File: src/rtl/obb_pkg.sv
// Shared types, constants and fixed-point helpers for the OBB separating-axis block.
package obb_pkg;

    localparam int CW = 32;
    localparam int FB = 16;
    localparam logic signed [CW-1:0] CMAX = {1'b0, {(CW-1){1'b1}}};
    localparam logic signed [CW-1:0] CMIN = {1'b1, {(CW-1){1'b0}}};

    typedef logic signed [CW-1:0] coord_t;

    typedef enum logic [1:0] {
        CMD_CORNER = 2'd0,
        CMD_AXIS   = 2'd1,
        CMD_CENTER = 2'd2,
        CMD_PUSH   = 2'd3
    } cmd_t;

    typedef enum logic [4:0] {
        ST_IDLE, ST_DIR, ST_AXLD, ST_AXWAIT, ST_CR0, ST_CR1, ST_CR2, ST_LSQ,
        ST_NSCALE, ST_NSQ, ST_NSQRT, ST_NDIV, ST_PRJRD, ST_PRJWAIT, ST_PRJ,
        ST_OVL, ST_FLIP, ST_NEXT, ST_OUT0, ST_OUT1, ST_OUT2, ST_DONE
    } state_t;

    // saturating add/sub
    function automatic coord_t sadd(coord_t a, coord_t b);
        logic signed [CW:0] s;
        s = {a[CW-1], a} + {b[CW-1], b};
        if (s > $signed({1'b0, CMAX})) return CMAX;
        if (s < $signed({1'b1, CMIN})) return CMIN;
        return s[CW-1:0];
    endfunction

    function automatic coord_t ssub(coord_t a, coord_t b);
        logic signed [CW:0] s;
        s = {a[CW-1], a} - {b[CW-1], b};
        if (s > $signed({1'b0, CMAX})) return CMAX;
        if (s < $signed({1'b1, CMIN})) return CMIN;
        return s[CW-1:0];
    endfunction

    // Q product: truncate magnitude, saturate
    function automatic coord_t mulq(coord_t a, coord_t b);
        logic        neg;
        logic [CW-1:0] ua, ub;
        logic [2*CW-1:0] p, r;
        logic [CW-1:0] lim;
        neg = a[CW-1] ^ b[CW-1];
        ua = a[CW-1] ? CW'(-a) : CW'(a);
        ub = b[CW-1] ? CW'(-b) : CW'(b);
        p = ua * ub;
        r = p >> FB;
        lim = neg ? CMIN : CMAX;
        if (r > {{CW{1'b0}}, lim}) r = {{CW{1'b0}}, lim};
        return neg ? coord_t'(-r[CW-1:0]) : coord_t'(r[CW-1:0]);
    endfunction

endpackage

File: src/rtl/obb_isqrt.sv
// Bit-serial integer square root for axis normalization.
module obb_isqrt
    import obb_pkg::*;
(
    input  logic        aclk,
    input  logic        aresetn,
    input  logic        start,
    input  logic [63:0] radicand,
    output logic        done,
    output logic [31:0] root
);
    logic [63:0] v_reg, r_reg, bit_reg;
    logic        busy_reg;

    always_ff @(posedge aclk) begin
        if (!aresetn) begin
            busy_reg <= 1'b0;
            done     <= 1'b0;
        end else begin
            done <= 1'b0;
            if (start) begin
                busy_reg <= 1'b1;
                v_reg    <= radicand;
                r_reg    <= '0;
                bit_reg  <= 64'h4000_0000_0000_0000;
            end else if (busy_reg) begin
                if (bit_reg == '0) begin
                    busy_reg <= 1'b0;
                    done     <= 1'b1;
                end else begin
                    if (v_reg >= r_reg + bit_reg) begin
                        v_reg <= v_reg - (r_reg + bit_reg);
                        r_reg <= (r_reg >> 1) + bit_reg;
                    end else begin
                        r_reg <= r_reg >> 1;
                    end
                    bit_reg <= bit_reg >> 2;
                end
            end
        end
    end

    assign root = r_reg[31:0];
endmodule

File: config.mk
export PLATFORM = sky130hd
export DESIGN_NAME = obb_isqrt
export DESIGN_NICKNAME = d
export VERILOG_FILES = /design/src/rtl/obb_pkg.sv /design/src/rtl/obb_isqrt.sv
export SDC_FILE = /design/constraint.sdc
export NUM_CORES = 1
export LEC_CHECK = 0
export BUFFER_PORTS_ARGS = -buffer_cell sky130_fd_sc_hd__buf_4
export CORE_AREA = 2 2 179 181
export DETAILED_ROUTE_END_ITERATION = 16
export DIE_AREA = 0 0 181 183
export PLACE_DENSITY = 0.66
export SLEW_MARGIN = 25
export SYNTH_ARGS = -nofsm -noshare
export SYNTH_HDL_FRONTEND = slang
export SYNTH_SLANG_ARGS = --single-unit
File: constraint.sdc
create_clock -name aclk -period 18.37 [get_ports aclk]
set_clock_uncertainty 0.15 [all_clocks]
set_input_delay 2.7555 -clock aclk [delete_from_list [all_inputs] [get_ports aclk]]
set_output_delay 2.7555 -clock aclk [all_outputs]
set_load 0.005 [all_outputs]
==> run summary, run 1 <==
status: complete, no violations
die area: 33100 um2
YS warnings: 0
min Tclk post-route: 7.30 ns
critical path type: flop to flop
Worst Tran Pin Value: 0.938 ns
largest area contributor in the netlist: edfxtp_1
Sinks on Clock Net: 162
Post-CTS Setup Bufs: 0
antenna-violating nets left: 0
PwrDens: 104 nW/um2
MaxCap Viol Count: 0
Synth Cell Area: 15000 um2
overall routing resource usage: 0.258
Core Area: 31200 um2
global-route wire length before repair: 68000 um
Final Hold Viols: 0
DR WL/cell: 19.6 um
VDD IR max: 0.0000723 V
nets@finish: 1955
Req. time, crit path: 18.44 ns
relative slew slack: 0.367
Flop pwr share: 0.310
clk slew on worst S/H paths: 0.08 ns
CTS root buffer: clkbuf_16
share of flip-flops with an asynchronous set or reset: 0
final setup vio count: 0
Worst path most repeated cell: ha_1
combinational power share: 0.482
Gate Count Post-Synth: 1733
hold_buf cts: 0
sequential fraction of the synthesis area: 0.323
Row Count: 65
Initial Util: 0.481
DP HPWL: 32200 um
Synth Register Bits: 162
Sum Neg Setup Slack: 0 ns
M1 WL: 18200 um
GRT overflow: 0
drt drc: 0
crit start category: flop
Crit path largest cell delay: 0.71 ns
post_cts resized: 0
Die Wd: 181 um
Synth top area share: 0.320
Max clock buf depth: 2
top layer in use: met4
met2 WL: 21400 um
critical path endpoint category: flop
largest cells by area after synthesis: edfxtp_1 32%, ha_1 11%, o21ai_0 5.4%
number of flops mapped to enable cells by yosys: 160
CTS Buf Count: 17
Arr. time, crit path: 7.37 ns
clk_lat worst skew: 0.47 ns
fin crit share: 0.398
Area Growth Syn to Fin: 9.13%
RSZ-0062 raised after global routing: false
dominant synthesized flop cell: edfxtp_1
Worst path slowest cell: inv_2
Routability Congestion: 0.905
Critical Path Fanout Max: 50
Synth cell types: 87
DR vias: 13200
antenna violations before repair: 0
switch share: 0.425
Vias per Instance: 6.07
Fillers: 2984
WHS: 0.334 ns
CTS tree: done
CTS H-tree depth: 4
drt pass-1 iters: 5
largest net degree at the start of global routing: 95
Clk pwr share: 0.208
vias in the first global route: 12900
1st-iter DRT viols: 883
Syn Area/Cell: 8.66 um2
Max Slew Vio Count: 0
f_max: 137 MHz
io pins: 100
share of cells above drive strength 1: 0.111
IO buf count: 99
HP Class: flop to flop
Die Y: 183 um
wire length on met3: 1730 um
Sw Pwr: 726 uW
Pint: 981 uW
P_leak: 6.22 nW
ANT cells: 0
drt total wl: 42600 um
syn nets: 1931
area by class of cell:
| type | count | area (um2) | share of cell area |
|---|---|---|---|
| well taps | 402 | 503 | 0.0307 |
| clock buffers | 17 | 425 | 0.0260 |
| multi-input cells | 1431 | 9530 | 0.582 |
| clock inverters | 15 | 130 | 0.00794 |
| repair buffers | 107 | 807 | 0.0493 |
| inverters | 38 | 143 | 0.00871 |
| flip-flops and latches | 162 | 4840 | 0.296 |
cells in the mapped netlist (5+ instances only):
library cell / instances
a211oi_1: 22
a21boi_0: 9
a21o_1: 43
a21oi_1: 120
a31o_2: 17
a31oi_1: 64
and2_1: 13
and3_1: 12
buf_2: 11
buf_4: 32
clkbuf_1: 58
edfxtp_1: 160
ha_1: 130
inv_1: 37
mux2i_1: 5
nand2_1: 183
nand2b_1: 9
nand3_1: 34
nand4_1: 36
nor2_1: 143
nor2b_1: 51
nor3_1: 27
nor4_1: 17
o211ai_1: 7
o21a_1: 10
o21ai_0: 161
o21ai_1: 9
o21bai_1: 31
o31ai_1: 12
or2_2: 5
or3_1: 9
xnor2_1: 88
xor2_1: 81
path summary, 6_finish.rpt:
path	from	end	slack (ns)	cells past startpoint
max	bit_reg[0]	r_reg[55]	11.07	25
min	busy_reg	done	0.33	2
max reg2reg	bit_reg[0]	r_reg[55]	11.07	25
min reg2reg	busy_reg	done	0.33	2
cell usage in the layout, fill, tap and decap left out, types with 22 or more instances in the layout:
master	count
a211oi_1	22
a21o_1	43
a21oi_1	120
a31oi_1	64
buf_4	106
edfxtp_1	160
ha_1	130
inv_1	37
nand2_1	183
nand3_1	34
nand4_1	36
nor2_1	143
nor2b_1	51
nor3_1	27
o21ai_0	161
o21bai_1	31
xnor2_1	88
xor2_1	81
layer usage:
metal  track usage  up-vias
li1              -     6467
met1         0.308     6285
met2         0.479      360
met3        0.0373       74
met4        0.0829        0
met5             0        -
power by group through the flow:
| stage | Sequential [mW] | Combinational [mW] | Clock, mW |
|---|---|---|---|
| final | 0.530 | 0.823 | 0.355 |
| after detailed placement | 0.537 | 0.813 | 0 |
| after global routing | 0.534 | 0.916 | 0.372 |
| after floorplan | 0.517 | 0.636 | 0 |
| after global placement | 0.537 | 0.805 | 0 |
| after CTS | 0.530 | 0.819 | 0.359 |
kinds of logic after synthesis:
group	Yosys count	synth area share
AOI/OAI and AO/OA	560	0.239
xor gates and xnor gates	169	0.0986
adders and majority gates	131	0.110
buffers and inverters	140	0.0439
DFF	162	0.323
muxes	9	0.00633
and+or+nand+nor	562	0.180
critical path: cells and delay by family (launching register included):
family / cells / cell delay (ns)
adders and majority gates: 3 / 0.81
AOI/OAI and AO/OA: 11 / 3.01
xor gates and xnor gates: 1 / 0.19
buffers and inverters: 3 / 1.29
and+or+nand+nor: 6 / 0.81
muxes: 1 / 0.32
DFF: 1 / 0.43
per-stage QoR:
step                cells  utilization  total power [mW]  setup slack (ns)  instance area [um2]
global placement     2140        0.507              1.34             11.34                15800
floorplan            1733            -              1.15              2.57                15000
global route         2172        0.525              1.82             10.45                16400
detailed placement   2140        0.507              1.35             11.11                15800
CTS                  2172        0.525              1.71             11.08                16400
finish               2172        0.525              1.71             11.07                16400
Note: power is estimated with default switching activity, not from simulation.
==> run 2, diff against run 1 <==
clock period = 7.4 ns   (was 18.37 ns; I/O delays follow)
==> run 2 against run 1 <==
Compared with the run above: combinational power increased to 2.6 times the previous value; register-to-register slack worse by 9.6 ns; wire length up 2.1%; global-route usage grew 0.60 points; power increased to 2.5 times the previous value; final cell count about the same; utilization is 0.85 points higher; sequential cell count is the same; sequential power grew 150%; clock power rose to 2.6 times the previous value; sequential share of layout area shrank 0.47 points; highest routed layer unchanged.
==> run summary, run 2 (synthesis results as in run 1) <==
min Tclk post-route: 5.94 ns (-1.36 ns)
Crit path largest cell delay: 0.60 ns (-0.11 ns)
Req. time, crit path: 7.46 ns (-10.98 ns)
Sinks on Clock Net: 162 (unchanged)
DR WL/cell: 20.0 um (+2.0%)
crit path to: v_reg[63]
global-route wire length before repair: 69100 um (+1.5%)
critical path endpoint category: flop
Final Hold Viols: 0 (unchanged)
Max clock buf depth: 2 (unchanged)
buffer and inverter count on the worst path: 0 (-3)
drt drc: 0 (unchanged)
HP Class: flop to flop
RR Endpoint: v_reg[63]
largest net degree at the start of global routing: 87 (-8.4%)
antenna-violating nets left: 0 (unchanged)
Arr. time, crit path: 6.00 ns (-1.37 ns)
P_leak: 6.26 nW (+0.65%)
DP HPWL: 33300 um (+3.4%)
Place WS: 1.50 ns (-9.60 ns)
io pins: 100 (unchanged)
RSZ-0062 raised after global routing: false
clk_lat worst skew: 0.46 ns (about the same)
fin crit share: 0.802 (+0.405)
most frequent cells in the layout: 180 x nand2_1, 160 x edfxtp_1, 155 x o21ai_0
most common cell after layout, fill and taps aside: nand2_1
Crit. path cell count: 22 (-12%)
clk slew on worst S/H paths: 0.07 ns (about the same)
placed cell areas: 16100 um2 (+1.5%)
IO buf count: 99 (unchanged)
vias in the first global route: 12900 (-0.062%)
antenna violations before repair: 0 (unchanged)
Final WS setup: 1.46 ns (-9.61 ns)
critical path type: flop to flop
relative slew slack: 0.319 (-0.0477)
Area Growth Syn to Fin: 10.9%
crit start category: flop
MaxCap Viol Count: 0 (unchanged)
drt total wl: 43500 um (+2.1%)
Non-Filler Instances: 2174 (+0.092%)
critical path's top delay family: compound AO/OA/AOI/OAI gates
WHS: 0.295 ns (-0.0391 ns)
share of cells above drive strength 1: 0.129 (+0.0180)
final core utilization: 0.533 (+0.00849)
nets@finish: 1956 (+0.051%)
post_cts resized: 0 (unchanged)
status: complete, no violations
CTS H-tree depth: 4 (unchanged)
R2R depth: 22 (-12%)
Pwr Total: 4.34 mW (+150%)
Finished Cell Area: 16600 um2 (+1.6%)
Inst Count DP: 2141 (+0.047%)
PwrDens: 261 nW/um2 (+150%)
worst r2r src: r_reg[14]
die area: 33100 um2 (unchanged)
CTS root buffer: clkbuf_16
drt pass-1 iters: 10 (+5)
Die Wd: 181 um (unchanged)
Core Area: 31200 um2 (unchanged)
CTS Buf Count: 17 (unchanged)
Fillers: 2993 (+0.30%)
R2R Setup Slk: 1.46 ns (-9.61 ns)
Die Y: 183 um (unchanged)
Sum Neg Setup Slack: 0 ns (unchanged)
final setup vio count: 0 (unchanged)
1st-iter DRT viols: 915 (+3.6%)
f_max: 168 MHz (+23%)
Initial Util: 0.481 (unchanged)
CP startpoint: r_reg[14]
overall routing resource usage: 0.264 (+0.00603)
hold_buf cts: 0 (unchanged)
GRT overflow: 0 (unchanged)
Worst Tran Pin Value: 1.02 ns (+0.0828 ns)
Worst path slowest cell: edfxtp_1
Row Count: 65 (unchanged)
Vias per Instance: 6.11 (+0.70%)
CTS tree: done
Max Slew Vio Count: 0 (unchanged)
Post-CTS Setup Bufs: 0 (unchanged)
DR vias: 13300 (+0.79%)
Routability Congestion: 0.923 (+2.0%)
VDD IR max: 0.000181 V (+150%)
worst-path cell chain: ha_1 -> nand4_1 -> o21ai_0 -> a21o_1 -> a21boi_4 -> o21ai_1 -> a21oi_1 -> o21ai_0 -> a21o_1 -> nand2_1 -> xor2_1 -> ha_1 -> nand3_1 -> or3_1 -> a211o_1 -> a21boi_1 -> a31o_2 -> o21ai_1 -> a31oi_1 -> o21a_1 -> nor3_1 -> a211oi_1
Critical Path Fanout Max: 8 (-84%)
run 2: cell type report:
cell class	count	area [um2]	share of cell area
multi-input cells	1431	9740	0.585
flip-flops and latches	162	4840	0.291
repair buffers	108	827	0.0497
well taps	402	503	0.0302
clock buffers	18	429	0.0258
clock inverters	14	156	0.00939
inverters	38	143	0.00857
diodes	1	2.50	0.000150
run 2: metal layers:
| layer | global-route usage | vias to the layer above | share of wire |
|---|---|---|---|
| met5 | 0 | - | 0 |
| met4 | 0.108 | 0 | 0.034 |
| met3 | 0.0421 | 82 | 0.046 |
| met2 | 0.472 | 404 | 0.50 |
| met1 | 0.319 | 6346 | 0.42 |
| li1 | - | 6458 | - |
run 2: worst register-to-register path, stage by stage (launching register included):
cell and delay, ns:
edfxtp_1 0.60, ha_1 0.45, nand4_1 0.12, o21ai_0 0.30, a21o_1 0.26, a21boi_4 0.12
o21ai_1 0.22, a21oi_1 0.12, o21ai_0 0.25, a21o_1 0.16, nand2_1 0.06, xor2_1 0.18
ha_1 0.43, nand3_1 0.11, or3_1 0.37, a211o_1 0.28, a21boi_1 0.18, a31o_2 0.28
o21ai_1 0.32, a31oi_1 0.21, o21a_1 0.27, nor3_1 0.20, a211oi_1 0.07
run 2: power by group:
part	internal, mW	total, mW	switching [mW]
Clock	0.502	0.924	0.422
Combinational	0.833	2.10	1.27
Sequential	1.18	1.31	0.130
Total	2.52	4.34	1.82
run 2: how the worst min path moves through the flow:
stage             start    to  slack, ns  cells past startpoint
6_report       busy_reg  done       0.30                      2
4_1_cts        busy_reg  done       0.30                      2
3_5_place_dp   busy_reg  done       0.29                      2
5_1_grt        busy_reg  done       0.32                      2
2_1_floorplan  busy_reg  done       0.26                      2
3_3_place_gp   busy_reg  done       0.28                      2
